File: src/sv/assert_macros.svh
// Concurrent assertion helpers shared by the RTL modules.
// Each macro expects signals named clk and rst_n in the module that uses it.
`ifndef ASSERT_MACROS_SVH
`define ASSERT_MACROS_SVH

// Same-cycle implication.
`define ASSERT_IMP(label, pre, post) \
  label: assert property (@(posedge clk) disable iff (!rst_n) (pre) |-> (post)) \
    else $error("assertion failed");

// Next-cycle implication.
`define ASSERT_NXT(label, pre, post) \
  label: assert property (@(posedge clk) disable iff (!rst_n) (pre) |=> (post)) \
    else $error("assertion failed");

`endif

File: src/sv/das_pkg.sv
package das_pkg;

  localparam int MOTORS_DEF  = 6;
  localparam int DETENTS_DEF = 4;

  localparam int MOTOR_W   = 3;
  localparam int SLOT_W    = 2;
  localparam int READ_W    = 12;
  localparam int POS_W     = 32;
  localparam int TOL_W     = 11;
  localparam int STEP_W    = 10;
  localparam int PASS_W    = 16;
  localparam int APB_DW    = 32;
  localparam int APB_AW    = 4;

  localparam int ENC_RANGE = 4096;
  localparam int HALF_RANGE = ENC_RANGE / 2;
  localparam int DIST_W    = $clog2(ENC_RANGE) + 1;

  typedef enum logic [2:0] {
    CMD_LOAD   = 3'd0,
    CMD_CLEAR  = 3'd1,
    CMD_RECORD = 3'd2,
    CMD_BEGIN  = 3'd3,
    CMD_ALIGN  = 3'd4,
    CMD_END    = 3'd5
  } cmd_e;

  typedef enum logic [1:0] {
    ST_ACK     = 2'd0,
    ST_SUCCESS = 2'd1,
    ST_TIMEOUT = 2'd2
  } status_e;

  typedef enum logic [1:0] {
    REG_TOL        = 2'd0,
    REG_STEP       = 2'd1,
    REG_ALIGN_TO   = 2'd2,
    REG_HOME_TO    = 2'd3
  } reg_e;

  typedef struct packed {
    logic [TOL_W-1:0]  tol;
    logic [STEP_W-1:0] step;
    logic [PASS_W-1:0] align_to;
    logic [PASS_W-1:0] home_to;
  } cfg_t;

  typedef struct packed {
    cmd_e               cmd;
    logic [MOTOR_W-1:0] motor;
    logic [READ_W-1:0]  reading;
    logic               selective;
    logic               mark;
  } item_t;

  typedef struct packed {
    logic [MOTOR_W-1:0]      motor_out;
    logic signed [POS_W-1:0] position;
    logic                    in_tol;
    logic [READ_W-1:0]       target;
    status_e                 status;
  } res_t;

  // Wraparound distance between two encoder values, clamped at zero.
  function automatic logic [DIST_W-1:0] wrap_dist(input logic [READ_W-1:0] a,
                                                  input logic [READ_W-1:0] b);
    logic [DIST_W-1:0] d;
    logic [DIST_W:0]   w;
    d = (a > b) ? DIST_W'(a - b) : DIST_W'(b - a);
    if (d > DIST_W'(HALF_RANGE)) begin
      w = (DIST_W+1)'(ENC_RANGE) - {1'b0, d};
      d = w[DIST_W] ? '0 : w[DIST_W-1:0];
    end
    return d;
  endfunction

endpackage

File: src/sv/das_cfg_regs.sv
module das_cfg_regs
  import das_pkg::*;
(
  input  logic              clk,
  input  logic              rst_n,
  input  logic              psel,
  input  logic              penable,
  input  logic              pwrite,
  input  logic [APB_AW-1:0] paddr,
  input  logic [APB_DW-1:0] pwdata,
  output logic [APB_DW-1:0] prdata,
  output logic              pready,
  output cfg_t              cfg
);

  cfg_t cfg_r;
  reg_e sel;
  logic wr;

  assign pready = 1'b1;
  assign sel    = reg_e'(paddr[APB_AW-1:2]);
  assign wr     = psel && penable && pwrite;
  assign cfg    = cfg_r;

  always_ff @(posedge clk) begin
    if (!rst_n) begin
      cfg_r.tol      <= TOL_W'(20);
      cfg_r.step     <= STEP_W'(1);
      cfg_r.align_to <= PASS_W'(1000);
      cfg_r.home_to  <= PASS_W'(5000);
    end else if (wr) begin
      case (sel)
        REG_TOL:      cfg_r.tol      <= pwdata[TOL_W-1:0];
        REG_STEP:     cfg_r.step     <= pwdata[STEP_W-1:0];
        REG_ALIGN_TO: cfg_r.align_to <= pwdata[PASS_W-1:0];
        REG_HOME_TO:  cfg_r.home_to  <= pwdata[PASS_W-1:0];
        default: ;
      endcase
    end
  end

  always_comb begin
    case (sel)
      REG_TOL:      prdata = APB_DW'(cfg_r.tol);
      REG_STEP:     prdata = APB_DW'(cfg_r.step);
      REG_ALIGN_TO: prdata = APB_DW'(cfg_r.align_to);
      REG_HOME_TO:  prdata = APB_DW'(cfg_r.home_to);
      default:      prdata = '0;
    endcase
  end

endmodule

File: src/sv/das_detent_mem.sv
module das_detent_mem
  import das_pkg::*;
#(
  parameter int MOTORS  = MOTORS_DEF,
  parameter int DETENTS = DETENTS_DEF,
  localparam int MOT_W  = (MOTORS > 1) ? $clog2(MOTORS) : 1,
  localparam int DET_W  = $clog2(DETENTS)
) (
  input  logic                             clk,
  input  logic                             wr_en,
  input  logic [MOT_W-1:0]                 wr_motor,
  input  logic [DET_W-1:0]                 wr_slot,
  input  logic [READ_W-1:0]                wr_data,
  input  logic                             rd_en,
  input  logic [MOT_W-1:0]                 rd_motor,
  output logic [DETENTS-1:0][READ_W-1:0]   rd_data
);

  // One row per motor, one slot written at a time, whole row read.
  logic [DETENTS-1:0][READ_W-1:0] mem_r [MOTORS];
  logic [DETENTS-1:0][READ_W-1:0] rd_data_r;

  always_ff @(posedge clk) begin
    if (wr_en) begin
      mem_r[wr_motor][wr_slot] <= wr_data;
    end
  end

  always_ff @(posedge clk) begin
    if (rd_en) begin
      rd_data_r <= mem_r[rd_motor];
    end
  end

  assign rd_data = rd_data_r;

endmodule

File: src/sv/das_align_core.sv
`include "assert_macros.svh"
module das_align_core
  import das_pkg::*;
#(
  parameter int MOTORS  = MOTORS_DEF,
  parameter int DETENTS = DETENTS_DEF,
  localparam int MOT_W  = (MOTORS > 1) ? $clog2(MOTORS) : 1,
  localparam int DET_W  = $clog2(DETENTS)
) (
  input  logic                           clk,
  input  logic                           rst_n,
  input  logic                           adv,
  input  item_t                          item,
  input  logic [DETENTS-1:0][READ_W-1:0] detents,
  input  cfg_t                           cfg,
  output res_t                           res
);

  typedef struct packed {
    logic [DET_W-1:0]  idx;
    logic [DIST_W-1:0] gap;
  } near_t;

  logic signed [POS_W-1:0] pos_r [MOTORS];
  logic signed [POS_W-1:0] pos_nxt [MOTORS];
  logic [DET_W-1:0]        start_idx_r [MOTORS];
  logic [DET_W-1:0]        start_idx_nxt [MOTORS];
  logic [MOTORS-1:0]       start_vld_r, start_vld_nxt;
  logic [MOTORS-1:0]       moved_r, moved_nxt;
  logic                    aligned_r, aligned_nxt;
  logic [PASS_W-1:0]       cnt_r, cnt_nxt;

  logic                    motor_ok;
  logic [MOT_W-1:0]        mi;
  logic                    skip_en;
  near_t                   near_all, near_skip;
  logic [PASS_W-1:0]       cnt_inc, limit;
  logic [READ_W-1:0]       tv;
  logic signed [POS_W-1:0] step_s;

  function automatic near_t nearest(input logic [DETENTS-1:0][READ_W-1:0] row,
                                    input logic [READ_W-1:0] rd,
                                    input logic sk_en,
                                    input logic [DET_W-1:0] sk_idx);
    near_t             n;
    logic [DIST_W-1:0] d;
    n.idx = '0;
    n.gap = DIST_W'(ENC_RANGE);
    for (int j = 0; j < DETENTS; j++) begin
      d = wrap_dist(rd, row[j]);
      if (!(sk_en && (DET_W'(j) == sk_idx)) && (d < n.gap)) begin
        n.gap = d;
        n.idx = DET_W'(j);
      end
    end
    return n;
  endfunction

  assign motor_ok  = {1'b0, item.motor} < (MOTOR_W+1)'(MOTORS);
  assign mi        = item.motor[MOT_W-1:0];
  assign skip_en   = item.selective && start_vld_r[mi];
  assign near_all  = nearest(detents, item.reading, 1'b0, '0);
  assign near_skip = nearest(detents, item.reading, skip_en, start_idx_r[mi]);
  assign tv        = detents[near_skip.idx];
  assign cnt_inc   = (cnt_r == '1) ? cnt_r : cnt_r + PASS_W'(1);
  assign limit     = item.selective ? cfg.align_to : cfg.home_to;
  assign step_s    = $signed(POS_W'(cfg.step));

  always_comb begin
    pos_nxt       = pos_r;
    start_idx_nxt = start_idx_r;
    start_vld_nxt = start_vld_r;
    moved_nxt     = moved_r;
    aligned_nxt   = aligned_r;
    cnt_nxt       = cnt_r;
    res.motor_out = item.motor;
    res.in_tol    = 1'b0;
    res.target    = '0;
    res.status    = ST_ACK;
    case (item.cmd)
      CMD_CLEAR: begin
        for (int m = 0; m < MOTORS; m++) begin
          start_idx_nxt[m] = '0;
        end
        start_vld_nxt = '0;
        moved_nxt     = '0;
      end
      CMD_RECORD: begin
        if (motor_ok) begin
          start_idx_nxt[mi] = near_all.idx;
          start_vld_nxt[mi] = 1'b1;
          if (item.mark) begin
            moved_nxt[mi] = 1'b1;
          end
          res.target = detents[near_all.idx];
        end
      end
      CMD_BEGIN: begin
        cnt_nxt     = '0;
        aligned_nxt = 1'b1;
      end
      CMD_ALIGN: begin
        if (motor_ok) begin
          if (item.selective && !moved_r[mi]) begin
            res.in_tol = 1'b1;
          end else begin
            res.target = tv;
            if (near_skip.gap > DIST_W'(cfg.tol)) begin
              aligned_nxt = 1'b0;
              if (item.reading > tv) begin
                pos_nxt[mi] = pos_r[mi] + step_s;
              end else begin
                pos_nxt[mi] = pos_r[mi] - step_s;
              end
            end else begin
              res.in_tol = 1'b1;
            end
          end
        end
      end
      CMD_END: begin
        res.in_tol  = aligned_r;
        cnt_nxt     = cnt_inc;
        aligned_nxt = 1'b1;
        if (cnt_inc > limit) begin
          res.status = ST_TIMEOUT;
          cnt_nxt    = '0;
        end else if (aligned_r) begin
          res.status = ST_SUCCESS;
          cnt_nxt    = '0;
          for (int m = 0; m < MOTORS; m++) begin
            pos_nxt[m] = '0;
          end
        end
      end
      default: ;
    endcase
    res.position = motor_ok ? pos_nxt[mi] : '0;
  end

  always_ff @(posedge clk) begin
    if (!rst_n) begin
      for (int m = 0; m < MOTORS; m++) begin
        pos_r[m]       <= '0;
        start_idx_r[m] <= '0;
      end
      start_vld_r <= '0;
      moved_r     <= '0;
      aligned_r   <= 1'b1;
      cnt_r       <= '0;
    end else if (adv) begin
      pos_r       <= pos_nxt;
      start_idx_r <= start_idx_nxt;
      start_vld_r <= start_vld_nxt;
      moved_r     <= moved_nxt;
      aligned_r   <= aligned_nxt;
      cnt_r       <= cnt_nxt;
    end
  end

  `ASSERT_NXT(a_end_rearms, adv && (item.cmd == CMD_END), aligned_r)
  `ASSERT_NXT(a_begin_clears, adv && (item.cmd == CMD_BEGIN), cnt_r == '0)
  `ASSERT_NXT(a_success_zeroes, adv && (res.status == ST_SUCCESS), pos_r[0] == '0)

endmodule

File: src/sv/detent_alignment_stepper.sv
// A request waits in the request stage with its detent row, the only registered lookup;
// its result then goes to the result register. Throughput: one request per clock while
// out_ready holds; the result register is refilled while the previous result is taken.
// Reset: synchronous, active-low rst_n clears handshake state, positions, marks and pass
// counters, and loads register defaults; the detent table keeps no reset and needs none.
`include "assert_macros.svh"
module detent_alignment_stepper
  import das_pkg::*;
#(
  parameter int MOTORS  = MOTORS_DEF,
  parameter int DETENTS = DETENTS_DEF
) (
  input  logic                     clk,
  input  logic                     rst_n,
  // input request channel
  input  logic                     in_valid,
  output logic                     in_ready,
  input  logic [2:0]               in_command,
  input  logic [MOTOR_W-1:0]       in_motor,
  input  logic [SLOT_W-1:0]        in_slot,
  input  logic [READ_W-1:0]        in_reading,
  input  logic                     in_selective,
  input  logic                     in_mark_moved,
  // result channel
  output logic                     out_valid,
  input  logic                     out_ready,
  output logic [MOTOR_W-1:0]       out_motor_out,
  output logic signed [POS_W-1:0]  out_position,
  output logic                     out_in_tolerance,
  output logic [READ_W-1:0]        out_target_detent,
  output logic [1:0]               out_run_status,
  // configuration port
  input  logic                     psel,
  input  logic                     penable,
  input  logic                     pwrite,
  input  logic [APB_AW-1:0]        paddr,
  input  logic [APB_DW-1:0]        pwdata,
  output logic [APB_DW-1:0]        prdata,
  output logic                     pready
);

  localparam int MOT_W = (MOTORS > 1) ? $clog2(MOTORS) : 1;
  localparam int DET_W = $clog2(DETENTS);

  cfg_t                           cfg;
  item_t                          in_item;
  item_t                          s1_item_r;
  logic                           s1_valid_r;
  res_t                           core_res;
  res_t                           out_res_r;
  logic                           out_valid_r;
  logic [DETENTS-1:0][READ_W-1:0] row;
  logic                           accept, adv;
  logic                           motor_ok, slot_ok;
  logic [SLOT_W+1:0]              slot_x;

  // Register file behind the APB-style port.
  das_cfg_regs u_cfg (
    .clk     (clk),
    .rst_n   (rst_n),
    .psel    (psel),
    .penable (penable),
    .pwrite  (pwrite),
    .paddr   (paddr),
    .pwdata  (pwdata),
    .prdata  (prdata),
    .pready  (pready),
    .cfg     (cfg)
  );

  // Pack the incoming request.
  always_comb begin
    in_item.cmd       = cmd_e'(in_command);
    in_item.motor     = in_motor;
    in_item.reading   = in_reading;
    in_item.selective = in_selective;
    in_item.mark      = in_mark_moved;
  end

  // Advance the request stage when the result register is free or being drained;
  // accept a new request whenever the request stage is empty or empties in this cycle.
  assign adv      = s1_valid_r && (!out_valid_r || out_ready);
  assign in_ready = !s1_valid_r || adv;
  assign accept   = in_valid && in_ready;

  assign motor_ok = {1'b0, in_motor} < (MOTOR_W+1)'(MOTORS);
  assign slot_x   = (SLOT_W+2)'(in_slot);
  assign slot_ok  = slot_x < (SLOT_W+2)'(DETENTS);

  // Detent loads are written at acceptance, and every request reads its motor's row
  // at acceptance, so writes and reads stay in request order.
  das_detent_mem #(
    .MOTORS  (MOTORS),
    .DETENTS (DETENTS)
  ) u_mem (
    .clk      (clk),
    .wr_en    (accept && (in_item.cmd == CMD_LOAD) && motor_ok && slot_ok),
    .wr_motor (in_motor[MOT_W-1:0]),
    .wr_slot  (slot_x[DET_W-1:0]),
    .wr_data  (in_reading),
    .rd_en    (accept),
    .rd_motor (in_motor[MOT_W-1:0]),
    .rd_data  (row)
  );

  // Request stage: hold the request alongside the registered detent row.
  always_ff @(posedge clk) begin
    if (!rst_n) begin
      s1_valid_r <= 1'b0;
    end else if (accept) begin
      s1_valid_r <= 1'b1;
    end else if (adv) begin
      s1_valid_r <= 1'b0;
    end
  end

  always_ff @(posedge clk) begin
    if (accept) begin
      s1_item_r <= in_item;
    end
  end

  // Nearest-detent search, stepping and pass bookkeeping; state commits on adv.
  das_align_core #(
    .MOTORS  (MOTORS),
    .DETENTS (DETENTS)
  ) u_core (
    .clk     (clk),
    .rst_n   (rst_n),
    .adv     (adv),
    .item    (s1_item_r),
    .detents (row),
    .cfg     (cfg),
    .res     (core_res)
  );

  // Result register: load on adv, drop when taken.
  always_ff @(posedge clk) begin
    if (!rst_n) begin
      out_valid_r <= 1'b0;
    end else if (adv) begin
      out_valid_r <= 1'b1;
    end else if (out_ready) begin
      out_valid_r <= 1'b0;
    end
  end

  always_ff @(posedge clk) begin
    if (adv) begin
      out_res_r <= core_res;
    end
  end

  assign out_valid         = out_valid_r;
  assign out_motor_out     = out_res_r.motor_out;
  assign out_position      = out_res_r.position;
  assign out_in_tolerance  = out_res_r.in_tol;
  assign out_target_detent = out_res_r.target;
  assign out_run_status    = out_res_r.status;

  `ASSERT_IMP(a_empty_stage_ready, !s1_valid_r, in_ready)
  `ASSERT_NXT(a_accept_fills, accept, s1_valid_r)
  `ASSERT_NXT(a_adv_loads_out, adv, out_valid_r)
  `ASSERT_NXT(a_stall_holds, s1_valid_r && !adv, s1_valid_r && $stable(s1_item_r))

endmodule
File: config.mk
export PLATFORM = sky130hd
export DESIGN_NAME = detent_alignment_stepper
export DESIGN_NICKNAME = d
export VERILOG_FILES = /design/src/sv/das_pkg.sv /design/src/sv/das_cfg_regs.sv /design/src/sv/das_detent_mem.sv /design/src/sv/das_align_core.sv /design/src/sv/detent_alignment_stepper.sv
export VERILOG_INCLUDE_DIRS = /design/src /design/src/sv
export SDC_FILE = /design/constraint.sdc
export NUM_CORES = 2
export LEC_CHECK = 0
export ABC_AREA = 1
export ABC_CLOCK_PERIOD_IN_PS = 31400
export BUFFER_PORTS_ARGS = -buffer_cell sky130_fd_sc_hd__clkbuf_2
export CAP_MARGIN = 40
export CORE_ASPECT_RATIO = 1.75
export CORE_UTILIZATION = 54
export DETAILED_ROUTE_END_ITERATION = 10
export HOLD_SLACK_MARGIN = 0.02
export PLACE_DENSITY = 0.73
export SYNTH_ARGS = -nofsm -noshare
export SYNTH_HDL_FRONTEND = slang
export SYNTH_HIERARCHICAL = 1
export SYNTH_SLANG_ARGS = --single-unit
File: constraint.sdc
create_clock -name clk -period 31.4 [get_ports clk]
set_clock_uncertainty 0.1 [all_clocks]
set_input_delay 3.14 -clock clk [delete_from_list [all_inputs] [get_ports clk]]
set_output_delay 3.14 -clock clk [all_outputs]
set_load 0.005 [all_outputs]
Word level (Yosys, flattened, before mapping). Memory sizes are Yosys's and may differ from the RTL's. A register that Yosys moved wholly into a read port is not among the register bits. Cells that the tools add are included.

Bits in registers: 358. Output and inout port bits: 85. Memories: 1. Bits of input ports: 65. Memory bits (writable): 288.

Bitwise logic cells: 4. Reductions and logical operators: 47. $add $sub $neg: 15. Order comparisons: 29. Equal/unequal tests: 17. Muxes and demuxes: 87.

Memory list: u_mem.mem_r (words 6, bits a word 48, rd ports 1, clocked after Yosys merged registers in 1, wr ports 1, RTL line das_detent_mem.sv:20) `logic [DETENTS-1:0][READ_W-1:0] mem_r [MOTORS];`.

Operator list (count): 2-to-1 mux 192 bit (6); bitwise mux 192 bit (2); one-hot mux 192 bit (2 select lines) (1); 2-to-1 mux 13 bit (15); binary-select mux 32 bit (select 3 bit) (2); 2-to-1 mux 32 bit (5); one-hot mux 32 bit (4 select lines) (1); subtractor 12 x 12 -> 13 bit (8); demux 32 bit (select 3 bit) (1); less-than comparator 13 bit (6); 2-to-1 mux 15 bit (5); 2-to-1 mux 12 bit (6); 2-to-1 mux 16 bit (4); greater-than comparator 12 bit (5); subtractor 13 x 13 -> 14 bit, first input constant (4); greater-than comparator 13 x 12 -> 1 bit, second input constant (4); binary-select mux 12 bit (select 2 bit) (2); 2-to-1 mux 48 bit (1); one-hot mux 12 bit (2 select lines) (2); adder 32 x 11 -> 32 bit (1); one-hot mux 16 bit (2 select lines) (1); subtractor 32 x 11 -> 32 bit (1); demux 12 bit (select 2 bit) (1); one-hot mux 6 bit (2 select lines) (2); 45 further kinds (113).

Longest topological paths before layout.
Depth after elaboration: 29. Mapped depth: 80. Mapped depth without buffers: 77.

Cells and area by module. The synthesis kept the hierarchy.

Modules (own cells, without submodules): das_align_core (cells each 5118, area an instance 29613.4 um^2, times used 1, sequential area each 4664.5 um^2); das_detent_mem (cells each 957, area an instance 12784.8 um^2, times used 1, sequential area each 10089.7 um^2); das_cfg_regs (cells each 386, area an instance 2585.0 um^2, times used 1, sequential area each 1061.0 um^2); detent_alignment_stepper (cells each 88, area an instance 2217.1 um^2, times used 1, sequential area each 2142.1 um^2).

Worst setup path before layout. Ideal clock, no wire load.

Path kind: register -> register. Start: register s1_item_r[3] (netlist bit). End: register out_res_r (netlist bit out_position[28]) (data pin). Path slack: 20323 ps. Stages on the path, launching flop included: 68. Clock period less this slack: 11077 ps. Data arrival time: 10726 ps. Path through: edfxtp_1 > inv_1 > ha_1 > nand2_1 > o21ai_1 > inv_1 > o21bai_1 > nand2_1 > nand2_1 > nand2_2 > buf_2 > o21ai_1 > xor2_1 > nor2_1 > nand2_1 > nor2_1 > nand3_1 > inv_1 > [32 not listed] > a21oi_1 > ha_1 > a21oi_1 > o21ai_0 > nand2_1 > o2111ai_1 > nand2_1 > clkinv_1 > clkbuf_1 > o21ai_0 > xor2_1 > nand3_1 > nand3_1 > o21ai_0 > nand2_1 > nand3_1 > nand2_1 > nor2_1.

Word-level cells in the longest chain between the ends: 28. Elaborated cells between the ends (all ways): 56. Those cells by class: add/sub: 12; order compare: 14; mux: 26; reduce/logical: 4.

RTL lines: start, declared (RTL line detent_alignment_stepper.sv:47) `item_t s1_item_r;`; start signal, assigned (RTL line detent_alignment_stepper.sv:119) `s1_item_r <= in_item;`; subtractor 12 x 12 -> 13 bit or greater-than comparator 12 bit (tied branches) (RTL line das_pkg.sv:70) `d = (a > b) ? DIST_W'(a - b) : DIST_W'(b - a);`; 2-to-1 mux 13 bit (RTL line das_pkg.sv:70); subtractor 13 x 13 -> 14 bit (RTL line das_pkg.sv:72) `w = (DIST_W+1)'(ENC_RANGE) - {1'b0, d};`; 2-to-1 mux 13 bit (RTL line das_pkg.sv:73) `d = w[DIST_W] ? '0 : w[DIST_W-1:0];`; 2-to-1 mux 13 bit (RTL line das_pkg.sv:71) `if (d > DIST_W'(HALF_RANGE)) begin`; less-than comparator 13 bit (RTL line das_align_core.sv:51) `if (!(sk_en && (DET_W'(j) == sk_idx)) && (d < n.gap)) begin`; logical AND 1 bit (RTL line das_align_core.sv:51); 2-to-1 mux 13 bit (RTL line das_align_core.sv:51); [11 not listed]; greater-than comparator 12 bit (RTL line das_align_core.sv:110) `if (item.reading > tv) begin`; 2-to-1 mux 192 bit (RTL line das_align_core.sv:110); 2-to-1 mux 192 bit (*) (RTL line das_align_core.sv:108) `if (near_skip.gap > DIST_W'(cfg.tol)) begin`; 2-to-1 mux 192 bit (*) (RTL line das_align_core.sv:104) `if (item.selective && !moved_r[mi]) begin`; 2-to-1 mux 192 bit (*) (RTL line das_align_core.sv:103) `if (motor_ok) begin`; one-hot mux 192 bit (2 select lines) (*) (RTL line das_align_core.sv:80) `case (item.cmd)`; binary-select mux 32 bit (select 3 bit) (*) (RTL line das_align_core.sv:138) `res.position = motor_ok ? pos_nxt[mi] : '0;`; 2-to-1 mux 32 bit (implied by the code) (*) (2 in a row) (RTL line das_align_core.sv:138); end signal, assigned (RTL line detent_alignment_stepper.sv:150) `out_res_r <= core_res;`; end, declared (RTL line detent_alignment_stepper.sv:50) `res_t out_res_r;`.

Mark *: on every way between the ends. The rest lies on a longest branch, timed or not. The select of a mux whose other input is x is not followed. A chain may end at the register's enable or synchronous reset.

Worst setup path after layout.
Start: register s1_item_r[4] (netlist bit). End: register out_res_r (netlist bit out_position[29]) (data pin).

Same word-level chain as after synthesis.

==> impl_metrics.env <==
export IMPL_status="complete, no violations"
export IMPL_synth_xor_area_share_pct=1.63
export IMPL_avgRoutedWirePerCell_um=21.2
export IMPL_grt_pass1_wl_um=246000
export IMPL_antenna_found_initial=1
export IMPL_muxShareOfSynthArea_pct=0.382
export IMPL_vias=46200
export IMPL_hold_end="u_core/start_vld_r[3]"
export IMPL_grt_overflow=0
export IMPL_drc_errors=0
export IMPL_setup_tns_ns=0
export IMPL_p_leak_nw=22.9
export IMPL_place_gp_congestion=1.04
export IMPL_syn_avg_cell_area_um2=7.21
export IMPL_crit_path_frequent_cell="nand2_1"
export IMPL_r2r_start="s1_item_r[4]"
export IMPL_setup_worst_path_end_class="flip-flop"
export IMPL_maxSlewViolCount=0
export IMPL_async_flop_share_pct=0
export IMPL_setup_viol=0
export IMPL_cts_sinks=694
export IMPL_fmax_ghz=0.0593
export IMPL_die_area_um2=88600
export IMPL_finalInstanceArea_um2=50800
export IMPL_hold_buffers=0
export IMPL_hold_viol=0
export IMPL_ir_drop_uv=257
export IMPL_hp_start="u_core/start_vld_r[3]"
export IMPL_finalPower_w=0.00432
export IMPL_numPortBuffers=114
export IMPL_rsz0062_at_grt="no"
export IMPL_layout_commonest_cell="nand2_1"
export IMPL_synth_top_family_by_area="simple AND/OR/NAND/NOR gates"
export IMPL_synth_edf_count=406
export IMPL_nets=6798
export IMPL_min_path_cells=2
export IMPL_regArea_um2=18000
export IMPL_core_area_um2=86800
export IMPL_worstReg2RegEnd="out_position[29]"
export IMPL_ys_ff_latch=694
export IMPL_die_height_um=393
export IMPL_synthAdderAreaFrac_pct=6.57
export IMPL_pre_cts_ws_ns=15.34
export IMPL_placed_area_um2=48600
export IMPL_cts_htree_levels=3
export IMPL_area_growth_pct=7.69
export IMPL_fin_crit_sh_pct=53.7
export IMPL_ant_nets=0
export IMPL_n_antenna_cell=0
export IMPL_clockBufferDepth=3
export IMPL_relSlewSlack_pct=24.3
export IMPL_syn_area_um2=47200
export IMPL_layout_common_cells="nand2_1 (1519), nand3_1 (866), inv_1 (782), nor2_1 (496), o21ai_0 (416)"
export IMPL_root_buffer="clkbuf_16"
export IMPL_yosysSeqAreaShare_pct=38.0
export IMPL_ioPinCount=150
export IMPL_drt_first_pass_iters=8
export IMPL_synth_compound_area_share_pct=15.3
export IMPL_via_per_inst=6.00
export IMPL_cts_buffers=69
export IMPL_ctsResizeCount=0
export IMPL_grt_use_total_pct=36.5
export IMPL_cts_tree="done"
export IMPL_post_route_util_pct=58.6
export IMPL_worst_setup_path_type="reg2reg"
export IMPL_dpl_hpwl_um=113000
export IMPL_crit_path_max_fanout=26
export IMPL_post_route_worst_setup_slack_ns=14.53
export IMPL_multiInputGateArea_um2=24500
export IMPL_cp_data_arrival_time_ns=17.13
export IMPL_clock_latency_ns=0.68
export IMPL_crit_required_ns=31.66
export IMPL_drv_cap=0
export IMPL_r2r_slack_ns=14.53
export IMPL_grt_pass1_vias=43500
export IMPL_drt_initial_drc_count=4572
export IMPL_synth_flop_cell="edfxtp_1"
export IMPL_netlist_instances=6549
export IMPL_post_route_min_period_ns=16.87
export IMPL_slowest_stage="o21ai_0"
export IMPL_die_w_um=225
export IMPL_drive_gt1_share_pct=6.60
export IMPL_pwr_density_cell_nw_per_um2=85.0
export IMPL_postRouteWirelength_um=163000
export IMPL_num_fill_cells=8029
export IMPL_yosysUniqueCellTypes=66
export IMPL_start_kind="flip-flop"
export IMPL_cpPeakStageDelay_ns=0.84
export IMPL_reg2reg_depth=67
export IMPL_yosys_area_share_simple_pct=27.8
export IMPL_worst_pin_slew_ns=1.14
export IMPL_row_count=143
export IMPL_cts_setup_buffers=0
export IMPL_hold_path_class="reg2reg"
export IMPL_grt_start_max_net_pins=193
export IMPL_path_clk_slew_ns=0.07
export IMPL_yosysWarnings=6
export IMPL_initial_core_util_pct=54.4
-- cell families after synthesis --
| group | after synthesis |
|---|---|
| compound gates | 1247 |
| xor+xnor | 88 |
| simple gates | 3072 |
| buf+inv | 1186 |
| mux | 18 |
| other cells | 2 |
| fa+ha+maj | 242 |
| flops | 694 |
-- flip-flops by register name, indices dropped and copies added, names as in the netlist --
register            cells
u_mem/mem_r           288
u_core/pos_r          192
u_cfg/cfg              53
u_mem/rd_data          48
out_position           32
s1_item_r              20
u_core/cnt_r           16
out_target_detent      12
u_core/start_idx_r     12
u_core/moved_r          6
u_core/start_vld_r      6
out_motor_out           3
out_run_status          2
out_in_tolerance        1
out_valid               1
s1_valid_r              1
u_core/aligned_r        1
-- how the worst max path moves through the flow --
stage / depth (start not counted) / slack, ns / endpoint / start
final: 67 / 14.53 / out_position[29] / s1_item_r[4]
after global routing: 68 / 13.47 / out_position[29] / s1_item_r[12]
after CTS: 66 / 15.33 / out_position[16] / s1_item_r[4]
after detailed placement: 66 / 15.34 / out_position[16] / s1_item_r[4]
after global placement: 65 / 15.22 / out_position[17] / s1_item_r[4]
after floorplan: 67 / 20.32 / out_position[28] / s1_item_r[3]
-- per-stage QoR --
stage / instances / hold slack (ns)
3_5_place_dp: 7578 / 0.340
4_1_cts: 7702 / 0.347
5_1_grt: 7704 / 0.361
6_report: 7704 / 0.346
2_1_floorplan: 6564 / 0.326
3_3_place_gp: 7551 / 0.333
-- worst max-delay path, delay by kind of cell, from the launching register on --
family          cells  cell delay, ns
compound gates     24            7.37
simple gates       26            3.55
buf+inv            11            2.73
fa+ha+maj           5            1.92
flops               1            0.60
xor+xnor            1            0.24
-- routing by layer --
metal | global-route usage, % | routed length (um) | part of all wire, % | up-vias
met3 | 6.32 | 12500 | 7.7 | 860
met2 | 63.7 | 79600 | 49 | 2312
met1 | 35.8 | 52700 | 32 | 21200
li1 | - | - | - | 21900
met5 | 0 | 17 | 0.010 | -
met4 | 36.4 | 18600 | 11 | 2
-- final cells by class --
type                    count  area share [%]
inverters                 819            6.07
clock inverters            37           0.709
well taps                1160            2.86
flip-flops and latches    694            35.3
repair buffers            223            3.07
clock buffers              87            3.73
multi-input cells        4684            48.2
-- power by group --
part / switching [W] / internal [W] / leakage (nW) / total [W]
registers: 0.0000279 / 0.000998 / 6.10 / 0.00103
logic: 0.00182 / 0.000627 / 15.7 / 0.00245
clock network: 0.000374 / 0.000473 / 1.10 / 0.000847
total: 0.00222 / 0.00210 / 22.9 / 0.00432
-- synth_stat cells, types with 6 or more instances --
master	instances	area share (%)
a22oi_1	12	0.19
a211oi_1	12	0.19
nor4_1	23	0.30
inv_2	25	0.20
fa_1	10	0.42
a21o_1	6	0.095
o21bai_1	13	0.21
buf_4	41	0.65
inv_1	785	6.2
clkbuf_1	195	1.6
clkinv_1	8	0.064
a21oi_1	392	4.2
buf_2	77	0.82
nand3_1	866	9.2
nor2_2	7	0.093
mux2i_1	18	0.38
o211ai_1	180	2.9
xor2_1	71	1.3
o32ai_1	13	0.24
o22ai_1	43	0.57
xnor2_1	17	0.32
dfxtp_1	288	12
nand3b_1	6	0.095
a221oi_1	9	0.17
o221ai_1	15	0.28
o21ai_0	416	4.4
o31ai_1	7	0.11
nor3_1	51	0.54
nor2_1	503	4.0
buf_1	31	0.25
nand2_2	16	0.21
a31oi_1	15	0.20
o2111ai_1	18	0.33
nand2_1	1519	12
nand4_1	46	0.61
buf_6	21	0.50
ha_1	232	6.1
or2_2	10	0.13
edfxtp_1	406	26
o21ai_1	65	0.69
No activity file was read; power rests on OpenSTA's default activity.
